===== src/rtl/two_header_frame_deframer_assert.svh =====
// ----------------------------------------------------------------------------
// two_header_frame_deframer_assert.svh
// assertion macros used by the deframer control module
// ----------------------------------------------------------------------------
`ifndef TWO_HEADER_FRAME_DEFRAMER_ASSERT_SVH
`define TWO_HEADER_FRAME_DEFRAMER_ASSERT_SVH

// same-cycle implication
`define THFD_ASSERT_NOW(lbl, ante, cons, msg) \
  lbl: assert property (@(posedge clk) disable iff (!rst_n) (ante) |-> (cons)) \
    else $error(msg);

// next-cycle implication
`define THFD_ASSERT_NEXT(lbl, ante, cons, msg) \
  lbl: assert property (@(posedge clk) disable iff (!rst_n) (ante) |=> (cons)) \
    else $error(msg);

`endif


===== src/rtl/thfd_pkg.sv =====
// ----------------------------------------------------------------------------
// thfd_pkg
// types and constants of the two-header frame deframer
// ----------------------------------------------------------------------------
package thfd_pkg;

  localparam int BYTE_W = 8;
  localparam int TMO_W  = 15;
  localparam int PH_W   = 2;
  localparam int HIDX_W = 2;
  localparam int CFG_AW = 2;

  localparam logic [BYTE_W-1:0] ESC_BYTE = 8'hFF;
  localparam logic [BYTE_W-1:0] BODY_HDR_LEN = 8'd4;

  // register indexes
  localparam logic [CFG_AW-1:0] REG_HEADER_FIRST   = 2'd0;
  localparam logic [CFG_AW-1:0] REG_HEADER_SECOND  = 2'd1;
  localparam logic [CFG_AW-1:0] REG_ESCAPE_TIMEOUT = 2'd2;
  localparam logic [CFG_AW-1:0] REG_DATA_TIMEOUT   = 2'd3;

  // register reset values
  localparam logic [BYTE_W-1:0] RST_HEADER_FIRST   = 8'd170;
  localparam logic [BYTE_W-1:0] RST_HEADER_SECOND  = 8'd85;
  localparam logic [TMO_W-1:0]  RST_ESCAPE_TIMEOUT = 15'd20;
  localparam logic [TMO_W-1:0]  RST_DATA_TIMEOUT   = 15'd5;

  // phase codes
  localparam logic [PH_W-1:0] PH_HUNT = 2'd0;
  localparam logic [PH_W-1:0] PH_HEAD = 2'd1;
  localparam logic [PH_W-1:0] PH_BODY = 2'd2;

  // input kind
  localparam logic MODE_BYTE = 1'b0;
  localparam logic MODE_TICK = 1'b1;

  typedef struct packed {
    logic [BYTE_W-1:0] header_first;
    logic [BYTE_W-1:0] header_second;
    logic [TMO_W-1:0]  escape_timeout;
    logic [TMO_W-1:0]  data_timeout;
  } thfd_cfg_t;

  typedef struct packed {
    logic [BYTE_W-1:0] out_byte;
    logic              byte_in_frame;
    logic              frame_start;
    logic              frame_end;
    logic              frame_abort;
    logic [BYTE_W-1:0] frame_length;
    logic              escape_kind;
  } thfd_result_t;

endpackage


===== src/rtl/thfd_cfg.sv =====
// ----------------------------------------------------------------------------
// thfd_cfg
// configuration register file of the deframer
// ----------------------------------------------------------------------------
module thfd_cfg
  import thfd_pkg::*;
(
  input  logic              clk,
  input  logic              rst_n,
  input  logic              cfg_wr_en,
  input  logic [CFG_AW-1:0] cfg_addr,
  input  logic [TMO_W-1:0]  cfg_wdata,
  output thfd_cfg_t         cfg
);

  thfd_cfg_t cfg_r;
  thfd_cfg_t cfg_nxt;

  always_comb begin
    cfg_nxt = cfg_r;
    if (cfg_wr_en) begin
      case (cfg_addr)
        REG_HEADER_FIRST:   cfg_nxt.header_first   = cfg_wdata[BYTE_W-1:0];
        REG_HEADER_SECOND:  cfg_nxt.header_second  = cfg_wdata[BYTE_W-1:0];
        REG_ESCAPE_TIMEOUT: cfg_nxt.escape_timeout = cfg_wdata;
        REG_DATA_TIMEOUT:   cfg_nxt.data_timeout   = cfg_wdata;
        default:            cfg_nxt = cfg_r;
      endcase
    end
  end

  always_ff @(posedge clk) begin
    if (!rst_n) begin
      cfg_r.header_first   <= RST_HEADER_FIRST;
      cfg_r.header_second  <= RST_HEADER_SECOND;
      cfg_r.escape_timeout <= RST_ESCAPE_TIMEOUT;
      cfg_r.data_timeout   <= RST_DATA_TIMEOUT;
    end else begin
      cfg_r <= cfg_nxt;
    end
  end

  assign cfg = cfg_r;

endmodule


===== src/rtl/thfd_ctrl.sv =====
// ----------------------------------------------------------------------------
// thfd_ctrl
// byte-wise frame state machine: hunt, header, body and per-byte timer
// ----------------------------------------------------------------------------
`include "two_header_frame_deframer_assert.svh"

module thfd_ctrl
  import thfd_pkg::*;
(
  input  logic              clk,
  input  logic              rst_n,
  input  thfd_cfg_t         cfg,
  input  logic              take,
  input  logic              mode,
  input  logic [BYTE_W-1:0] rx_byte,
  output logic              res_valid,
  output thfd_result_t      res
);

  logic [PH_W-1:0]   phase_r,     phase_nxt;
  logic              kind_r,      kind_nxt;
  logic [HIDX_W-1:0] hidx_r,      hidx_nxt;
  logic [BYTE_W-1:0] hlen_r,      hlen_nxt;
  logic [BYTE_W-1:0] total_r,     total_nxt;
  logic [BYTE_W-1:0] remain_r,    remain_nxt;
  logic [TMO_W-1:0]  wait_r,      wait_nxt;
  logic              bad_r,       bad_nxt;

  logic [TMO_W-1:0]  tick_cnt;
  logic [TMO_W-1:0]  load_val;
  logic              load_kind;
  logic [BYTE_W-1:0] sum;
  logic [BYTE_W-1:0] rem_new;
  logic [BYTE_W-1:0] rem_dec;

  always_comb begin
    phase_nxt  = phase_r;
    kind_nxt   = kind_r;
    hidx_nxt   = hidx_r;
    hlen_nxt   = hlen_r;
    total_nxt  = total_r;
    remain_nxt = remain_r;
    wait_nxt   = wait_r;
    bad_nxt    = bad_r;
    res_valid  = 1'b0;
    res        = '0;
    res.out_byte = rx_byte;

    tick_cnt  = (wait_r != '0) ? wait_r - TMO_W'(1) : wait_r;
    load_kind = kind_r;
    sum       = hlen_r + rx_byte;
    rem_new   = sum - BODY_HDR_LEN;
    rem_dec   = remain_r - BYTE_W'(1);

    if (phase_r == PH_HUNT && rx_byte == ESC_BYTE) begin
      load_kind = 1'b1;
    end else if (phase_r == PH_HUNT) begin
      load_kind = 1'b0;
    end
    load_val = load_kind ? cfg.escape_timeout : cfg.data_timeout;

    if (take) begin
      if (mode == MODE_TICK) begin
        if (phase_r != PH_HUNT) begin
          wait_nxt = tick_cnt;
          if (tick_cnt == '0) begin
            phase_nxt       = PH_HUNT;
            res_valid       = 1'b1;
            res.out_byte    = '0;
            res.frame_abort = 1'b1;
            res.escape_kind = kind_r;
          end
        end
      end else begin
        res_valid = 1'b1;
        case (phase_r)
          PH_HUNT: begin
            if (rx_byte == ESC_BYTE || rx_byte == cfg.header_first) begin
              kind_nxt          = load_kind;
              hidx_nxt          = 2'd0;
              bad_nxt           = 1'b0;
              wait_nxt          = load_val;
              phase_nxt         = (load_val == '0) ? PH_HUNT : PH_HEAD;
              res.byte_in_frame = 1'b1;
              res.frame_start   = 1'b1;
              res.frame_abort   = (load_val == '0);
              res.escape_kind   = load_kind;
            end
          end
          PH_HEAD: begin
            res.byte_in_frame = 1'b1;
            res.escape_kind   = kind_r;
            wait_nxt          = load_val;
            case (hidx_r)
              2'd0: begin
                bad_nxt  = kind_r ? (rx_byte != ESC_BYTE) : (rx_byte != cfg.header_second);
                hidx_nxt = 2'd1;
              end
              2'd1: begin
                hlen_nxt = rx_byte;
                hidx_nxt = 2'd2;
              end
              default: begin
                total_nxt = sum;
                hidx_nxt  = 2'd0;
                if (!bad_r) begin
                  remain_nxt = rem_new;
                end
              end
            endcase
            if (hidx_r == 2'd2 && (bad_r || rem_new == '0)) begin
              wait_nxt        = wait_r;
              phase_nxt       = PH_HUNT;
              res.frame_abort = 1'b1;
            end else if (load_val == '0) begin
              phase_nxt       = PH_HUNT;
              res.frame_abort = 1'b1;
            end else if (hidx_r == 2'd2) begin
              phase_nxt = PH_BODY;
            end
          end
          default: begin
            res.byte_in_frame = 1'b1;
            res.escape_kind   = kind_r;
            remain_nxt        = rem_dec;
            if (rem_dec == '0) begin
              phase_nxt        = PH_HUNT;
              res.frame_end    = 1'b1;
              res.frame_length = total_r;
            end else begin
              wait_nxt = load_val;
              if (load_val == '0) begin
                phase_nxt       = PH_HUNT;
                res.frame_abort = 1'b1;
              end
            end
          end
        endcase
      end
    end
  end

  always_ff @(posedge clk) begin
    if (!rst_n) begin
      phase_r  <= PH_HUNT;
      kind_r   <= 1'b0;
      hidx_r   <= '0;
      hlen_r   <= '0;
      total_r  <= '0;
      remain_r <= '0;
      wait_r   <= '0;
      bad_r    <= 1'b0;
    end else begin
      phase_r  <= phase_nxt;
      kind_r   <= kind_nxt;
      hidx_r   <= hidx_nxt;
      hlen_r   <= hlen_nxt;
      total_r  <= total_nxt;
      remain_r <= remain_nxt;
      wait_r   <= wait_nxt;
      bad_r    <= bad_nxt;
    end
  end

  `THFD_ASSERT_NOW(a_byte_gives_result, take && mode == MODE_BYTE, res_valid, "byte without result")
  `THFD_ASSERT_NOW(a_hunt_tick_silent, take && mode == MODE_TICK && phase_r == PH_HUNT, !res_valid, "tick while hunting gave a result")
  `THFD_ASSERT_NOW(a_end_not_abort, res_valid && res.frame_end, !res.frame_abort && res.byte_in_frame, "frame end and abort together")
  `THFD_ASSERT_NEXT(a_close_to_hunt, res_valid && (res.frame_end || res.frame_abort), phase_r == PH_HUNT, "frame closed but not hunting")

endmodule


===== src/rtl/thfd_oreg.sv =====
// ----------------------------------------------------------------------------
// thfd_oreg
// result register with stream handshake towards the sink
// ----------------------------------------------------------------------------
module thfd_oreg
  import thfd_pkg::*;
(
  input  logic         clk,
  input  logic         rst_n,
  input  logic         res_valid,
  input  thfd_result_t res,
  output logic         free,
  output logic         out_tvalid,
  input  logic         out_tready,
  output thfd_result_t out_res
);

  logic         vld_r, vld_nxt;
  thfd_result_t res_r;

  assign free = !vld_r || out_tready;

  always_comb begin
    vld_nxt = vld_r;
    if (free) begin
      vld_nxt = res_valid;
    end
  end

  always_ff @(posedge clk) begin
    if (!rst_n) begin
      vld_r <= 1'b0;
    end else begin
      vld_r <= vld_nxt;
    end
  end

  always_ff @(posedge clk) begin
    if (free && res_valid) begin
      res_r <= res;
    end
  end

  assign out_tvalid = vld_r;
  assign out_res    = res_r;

endmodule


===== src/rtl/two_header_frame_deframer.sv =====
// out_tvalid rises in the cycle after an accepted byte or aborting tick
// throughput: one item per cycle while the sink does not stall; the result
// register frees itself on the same edge at which the sink takes its transfer
// ticks while hunting or that do not expire the byte timer give no result
// reset: synchronous active-low rst_n returns to hunting and loads the
// register defaults; no clearing pass
// ----------------------------------------------------------------------------
// two_header_frame_deframer
// byte-wise deframer for 0xff-headed and ordinary frames with byte timeout
// ----------------------------------------------------------------------------
module two_header_frame_deframer
  import thfd_pkg::*;
(
  input  logic              clk,
  input  logic              rst_n,
  input  logic              cfg_wr_en,
  input  logic [CFG_AW-1:0] cfg_addr,
  input  logic [TMO_W-1:0]  cfg_wdata,
  input  logic              in_tvalid,
  output logic              in_tready,
  input  logic [7:0]        in_tdata,   // rx_byte
  input  logic [0:0]        in_tuser,   // mode
  output logic              out_tvalid,
  input  logic              out_tready,
  output logic [15:0]       out_tdata,  // out_byte, frame_length
  output logic              out_tlast,  // frame_end
  output logic [3:0]        out_tuser   // byte_in_frame, frame_start, frame_abort, escape_kind
);

  thfd_cfg_t    cfg;
  thfd_result_t res;
  thfd_result_t out_res;
  logic         res_valid;
  logic         free;
  logic         take;

  assign in_tready = free;
  assign take      = in_tvalid && free;

  thfd_cfg u_cfg (
    .clk       (clk),
    .rst_n     (rst_n),
    .cfg_wr_en (cfg_wr_en),
    .cfg_addr  (cfg_addr),
    .cfg_wdata (cfg_wdata),
    .cfg       (cfg)
  );

  thfd_ctrl u_ctrl (
    .clk       (clk),
    .rst_n     (rst_n),
    .cfg       (cfg),
    .take      (take),
    .mode      (in_tuser[0]),
    .rx_byte   (in_tdata),
    .res_valid (res_valid),
    .res       (res)
  );

  thfd_oreg u_oreg (
    .clk        (clk),
    .rst_n      (rst_n),
    .res_valid  (res_valid),
    .res        (res),
    .free       (free),
    .out_tvalid (out_tvalid),
    .out_tready (out_tready),
    .out_res    (out_res)
  );

  assign out_tdata = {out_res.frame_length, out_res.out_byte};
  assign out_tlast = out_res.frame_end;
  assign out_tuser = {out_res.escape_kind, out_res.frame_abort,
                      out_res.frame_start, out_res.byte_in_frame};

endmodule


===== config.mk =====
export PLATFORM = sky130hd
export DESIGN_NAME = two_header_frame_deframer
export DESIGN_NICKNAME = d
export VERILOG_FILES = /design/src/rtl/thfd_pkg.sv /design/src/rtl/thfd_cfg.sv /design/src/rtl/thfd_ctrl.sv /design/src/rtl/thfd_oreg.sv /design/src/rtl/two_header_frame_deframer.sv
export VERILOG_INCLUDE_DIRS = /design/src /design/src/rtl
export SDC_FILE = /design/constraint.sdc
export NUM_CORES = 1
export LEC_CHECK = 0
export BUFFER_PORTS_ARGS = -buffer_cell sky130_fd_sc_hd__buf_2
export CORE_MARGIN = 4
export CORE_UTILIZATION = 54
export DETAILED_ROUTE_END_ITERATION = 6
export PLACE_DENSITY = 0.76
export RECOVER_POWER = 25
export SKIP_CTS_REPAIR_TIMING = 1
export SYNTH_ARGS = -nofsm -noshare
export SYNTH_HDL_FRONTEND = slang
export SYNTH_SLANG_ARGS = --single-unit

===== constraint.sdc =====
create_clock -name clk -period 3.3 [get_ports clk]
set_input_delay 0.165 -clock clk [delete_from_list [all_inputs] [get_ports clk]]
set_output_delay 0.165 -clock clk [all_outputs]
set_load 0.02 [all_outputs]

### After elaboration in Yosys (flattened, before gate mapping)

Cells that the tools add are included.

* bits in latches: 0
* bits of input ports: 31
* bits in read-only memories: 0
* memories kept: 0
* RAM bits: 0
* word-level logic and storage cells: 145
* output and inout bits: 23
* bits in registers: 113

* multiplexer cells: 59
* shift-type cells: 0
* equal/unequal tests: 20
* bitwise logic cells: 5
* reduce and logical (&&, ||, !) cells: 37
* $mul: 0
* add/sub/neg operators: 4
* magnitude comparators: 0
* div/mod/pow operators: 0

Operators with widths (count)
* 15-bit two-way mux: 7
* 8-bit two-way mux: 8
* 15-bit zero test: 2
* 15-bit case mux with 2 select lines: 1
* 1-bit two-way mux: 24
* 2-bit two-way mux: 11
* 21-bit two-way mux: 1
* 8-bit zero test: 2
* 8-bit case mux with 2 select lines: 1
* 4-bit AND reduction: 4
* 5-bit AND reduction: 3
* 15-bit nonzero test: 1
* 15-bit by 1-bit subtractor with 15-bit output, second input constant: 1
* 2-bit case mux with 2 select lines: 3
* 8-bit adder: 1
* 8-bit == test: 1
* 8-bit == test, second input constant: 1
* 2-bit inequality test, second input constant: 4
* 8-bit inequality test: 1
* 8-bit inequality test, second input constant: 1
* 2-bit AND reduction: 4
* 8-bit by 1-bit subtractor with 8-bit output, second input constant: 1
* 8-bit by 3-bit subtractor with 8-bit output, second input constant: 1
* 2-bit by 1-bit == test with 1-bit output, second input constant: 3
* 19 further kinds: 38

### Longest topological paths before layout

* depth in word-level cells: 10
* depth in mapped cells: 13
* gate-level depth less buffers: 12

### Hierarchy

From an unflattened synthesis, not the netlist that was laid out.

* cell total of the unflattened synthesis: 745
* area, all modules: 6515.0 um^2

By module, submodules not included
* thfd_ctrl: area an instance 3961.3 um^2, instances 1, cells an instance 539, seq. area each 900.9 um^2
* thfd_cfg: area an instance 1859.3 um^2, instances 1, cells an instance 179, seq. area each 920.9 um^2
* thfd_oreg: area an instance 688.2 um^2, instances 1, cells an instance 26, seq. area each 650.6 um^2
* two_header_frame_deframer: area an instance 6.3 um^2, instances 1, cells an instance 1, seq. area each 0.0 um^2

### Worst setup path before layout

Ideal clock, no wire load.

* kind: register to register
* start: register u_ctrl.wait_r[0]
* end: register u_ctrl.phase_r[0]
* cell stages (with the launch flop): 13
* clock period less this slack: 3125 ps
* required time: 3228 ps
* setup time: 72 ps
* setup slack: 175 ps
* buffers on the path: 1
* arrival time: 3053 ps
* cells stage by stage: dfxtp_1 inv_1 ha_1 or3b_1 clkbuf_1 or3_1 o21ai_0 nand4_1 nor4_2 nor2_1 inv_1 o21a_1 mux2i_1

* longest elaborated chain between the ends: 5
* elaborated cells on any way between the ends: 6
* classes of those cells: add/sub: 1; eq/ne: 1; mux: 1; reduce/logical: 3

Ends and longest elaborated chain
* start: declaration: line thfd_ctrl.sv:26 `logic [TMO_W-1:0] wait_r, wait_nxt;`
* start signal: assignment: line thfd_ctrl.sv:160 `wait_r <= wait_nxt;`
* 15-bit by 1-bit subtractor with 15-bit output or 15-bit nonzero test (tied branches): line thfd_ctrl.sv:49 `tick_cnt = (wait_r != '0) ? wait_r - TMO_W'(1) : wait_r;`
* 15-bit two-way mux *: line thfd_ctrl.sv:49
* 15-bit zero test *: line thfd_ctrl.sv:66 `if (tick_cnt == '0) begin`
* 2-bit by 1-bit inequality test with 1-bit output (no source line) *
* 6-bit AND reduction (no source line) *
* end signal: assignment: line thfd_ctrl.sv:154 `phase_r <= phase_nxt;`
* end: declaration: line thfd_ctrl.sv:20 `logic [PH_W-1:0] phase_r, phase_nxt;`

Mark *: on every way between the ends. The rest lies on a longest branch, timed or not.
A chain may end at the register's enable or synchronous reset.

==> flow_metrics.env <==
export IMPL_vias=5841
export IMPL_clkLatencyLatePin_ps=530
export IMPL_finalNetCount=855
export IMPL_die_w_um=114
export IMPL_ys_ff_latch=113
export IMPL_avgSynthCellArea_sq_um=8.23
export IMPL_cp_startpoint="u_ctrl.wait_r[0]$_SDFFE_PN0P_"
export IMPL_critPathLaunchType="flip-flop"
export IMPL_cap_violations=0
export IMPL_track_usage_pct=25.2
export IMPL_holdPathEnd="u_oreg.out_tvalid$_SDFFE_PN0N_"
export IMPL_synth_edf_count=21
export IMPL_grt_max_degree=69
export IMPL_async_flop_share_pct=0
export IMPL_crit_slowest_cell="or3b_1"
export IMPL_hold_violations=1
export IMPL_wl_met3_um=1260
export IMPL_cts_tree="built"
export IMPL_postRouteAntennaNets=0
export IMPL_ys_warn_count=0
export IMPL_place_area_sq_um=6500
export IMPL_overflow=0
export IMPL_syn_to_final_growth_pct=20.6
export IMPL_worstSetupPathType="reg2reg"
export IMPL_cts_htree_levels=4
export IMPL_drt_met1_wl_um=6940
export IMPL_numCtsBuffers=17
export IMPL_rows=38
export IMPL_synthCells=734
export IMPL_numPortBuffers=53
export IMPL_violations="negative hold slack"
export IMPL_rrSetupSlack_ps=30
export IMPL_hp_class="in2reg"
export IMPL_slew_headroom_pct=31.7
export IMPL_worstPathMaxFanout=8
export IMPL_die_y_um=114
export IMPL_drt_iter0_drc=597
export IMPL_timing_final_ws_setup_ps=27.1
export IMPL_detailed_place_hpwl_um=11200
export IMPL_wl_per_cell_um=17.1
export IMPL_status="complete, but fails checks"
export IMPL_max_freq_mhz=306
export IMPL_cp_num_buf_inv=2
export IMPL_place_gp_congestion=0.915
export IMPL_reg2reg_depth=10
export IMPL_drc_errors=0
export IMPL_synth_ff_type="dfxtp_1"
export IMPL_core_area_sq_um=10900
export IMPL_drtPass1Iterations=6
export IMPL_fillCellCount=887
export IMPL_r2r_end="u_oreg.out_res[16]$_DFFE_PP_"
export IMPL_tightest_slew_ps=1020
export IMPL_arrival_ps=3550
export IMPL_routed_via_density=6.06
export IMPL_root_buffer="clkbuf_8"
export IMPL_ios=54
export IMPL_netlist_cell_type_count=72
export IMPL_cts_path_max_buffers=2
export IMPL_fin_crit_sh_pct=99.2
export IMPL_synth_nets=778
export IMPL_grt_pass1_wl_um=26200
export IMPL_antenna_cells=0
export IMPL_stdcell_area_sq_um=7280
export IMPL_drv_slew=0
export IMPL_cp_top_family="simple AND/OR/NAND/NOR gates"
export IMPL_wirelength_um=16500
export IMPL_hold_depth=3
export IMPL_timing_rr_start="u_ctrl.wait_r[0]$_SDFFE_PN0P_"
export IMPL_fin_skew_ps=10.2
export IMPL_cts_sinks=113
export IMPL_ir_drop_mv=0.363
export IMPL_syn_area_sq_um=6040
export IMPL_top_layer="met4"
export IMPL_crit_chain="inv_1 -> ha_1 -> or3b_1 -> or3_1 -> o21ai_1 -> nand4_1 -> nor4_4 -> buf_4 -> nand2_1 -> and2_1"
export IMPL_p_per_area_nw_per_um2=480
export IMPL_clk_pin_slew_worst_paths_ps=60
export IMPL_p_leak_nw=2.84
export IMPL_start_util_pct=55.5
export IMPL_max_stage_delay_ps=500
export IMPL_wl_met2_um=7960
export IMPL_min_period_ps=3270
export IMPL_dp_slack_ps=-277
export IMPL_holdCritStartpoint="out_tready"
export IMPL_drive_gt1_share_pct=18.2
export IMPL_critPathRequiredTime_ps=3580
export IMPL_fp_dieArea_sq_um=12900
export IMPL_worst_setup_path_end_kind="flip-flop"
export IMPL_grt_antenna_before_repair=0
export IMPL_whs_ps=-35.7
export IMPL_setup_viol=0
export IMPL_seq_area_frac_synth_pct=40.9
export IMPL_grt_pass1_vias=5494
==> worst max-delay path by stage <==
stage | endpoint | slack [ps] | depth (start not counted)
2_1_floorplan | u_ctrl.phase_r[0]$_SDFFE_PN0P_ | 180 | 12
3_3_place_gp | u_oreg.out_res[16]$_DFFE_PP_ | -270 | 10
5_1_grt | u_oreg.out_res[13]$_DFFE_PP_ | -60 | 10
6_report | u_oreg.out_res[16]$_DFFE_PP_ | 30 | 10
3_5_place_dp | u_oreg.out_res[18]$_DFFE_PP_ | -280 | 10
4_1_cts | u_oreg.out_res[13]$_DFFE_PP_ | -300 | 10
==> registers in the layout, indices dropped and copies added (netlist names) <==
name,cells
u_ctrl.remain_r,8
u_ctrl.total_r,8
u_ctrl.wait_r,15
u_cfg.cfg,46
u_ctrl.hlen_r,8
u_ctrl.phase_r,2
u_ctrl.kind_r,1
u_ctrl.bad_r,1
u_oreg.out_tvalid,1
u_oreg.out_res,21
u_ctrl.hidx_r,2
==> Yosys cell counts (10+ instances only) <==
cell        n  area (sq um)
o21ai_0    24           120
a21oi_1    76           380
nand2_1   136           510
ha_1       12           150
edfxtp_1   21           631
o22ai_1    12          75.1
and2_1     15          93.8
nor2_1     56           210
xnor2_1    12           105
mux2i_1    30           300
dfxtp_1    92          1840
nor4_1     15          93.8
nand3_1    22           110
inv_1      19          71.3
clkbuf_1   30           113
or3_1      10          62.6
nor3_1     20           100
==> kinds of logic after synthesis <==
group                      Yosys count  synth area share (%)
AOI/OAI and AO/OA                  161                  16.3
and+or+nand+nor                    326                  26.0
adders and majority gates           13                  2.82
muxes                               38                  6.46
buffers and inverters               61                  4.06
DFF                                113                  40.9
xor gates and xnor gates            22                  3.44
==> power breakdown <==
part           internal, mW  total (mW)  switching (mW)
registers              1.44        1.47          0.0254
logic                 0.148       0.379           0.231
clock network         0.981        1.65           0.667
total                  2.57        3.50           0.923
==> routing by layer <==
metal  track usage [%]  up-vias
met2              40.9      278
met3              6.37       41
li1                  -     2772
met4              8.49        0
met1              32.8     2750
met5                 0        -
==> cells in the final DEF, fill, tap and decap left out, types with 3 or more instances in the layout <==
cell type,Yosys,layout
clkbuf_1,30,3
o21a_1,6,6
nor2b_1,5,5
nand4_1,9,9
clkbuf_8,0,4
o21ai_0,24,23
xnor2_1,12,12
and2_1,15,15
inv_4,0,3
nand2_1,136,136
ha_1,12,12
and3_1,4,4
dlygate4sd3_1,0,15
nand3_1,22,22
a21oi_1,76,76
nor4_2,2,3
buf_2,7,51
o211ai_1,3,3
dfxtp_1,92,92
clkbuf_16,0,16
o32ai_1,6,6
nor2_1,56,56
o22ai_1,12,12
buf_4,0,29
mux2i_1,30,30
or3_1,10,10
inv_1,19,19
or2_2,8,8
o21ai_1,2,3
nand2b_1,5,5
a31oi_1,3,3
xor2_1,9,8
edfxtp_1,21,21
nor3b_1,5,5
nor4_1,15,13
clkinv_2,0,4
nor3_1,20,20
mux2_2,8,8
==> worst register-to-register path, cell delays in order (launching register included) <==
cell and delay, ps:
dfxtp_1 350, inv_1 100, ha_1 240, or3b_1 500
or3_1 410, o21ai_1 260, nand4_1 190, nor4_4 340
buf_4 190, nand2_1 180, and2_1 260
==> cell type report <==
class                   instances  area [sq um]  area share, %
well taps                     140           175           2.41
repair buffers                 98           634           8.71
clock inverters                12          80.1           1.10
inverters                      20          75.1           1.03
clock buffers                  20           455           6.26
multi-input cells             561          3390           46.5
flip-flops and latches        113          2470           34.0
==> stage by stage <==
step	util (%)	TNS (ps)	power, mW	std cells	hold slack (ps)
after floorplan	-	0	1.72	734	289
after global placement	59.7	-7110	1.84	910	417
after detailed placement	59.7	-7650	1.85	910	427
after CTS	64.6	-8220	3.48	942	-130
after global routing	66.9	-1200	3.62	964	1.39
final	66.9	0	3.50	964	-35.7
Power figures use the tool's default switching activity.
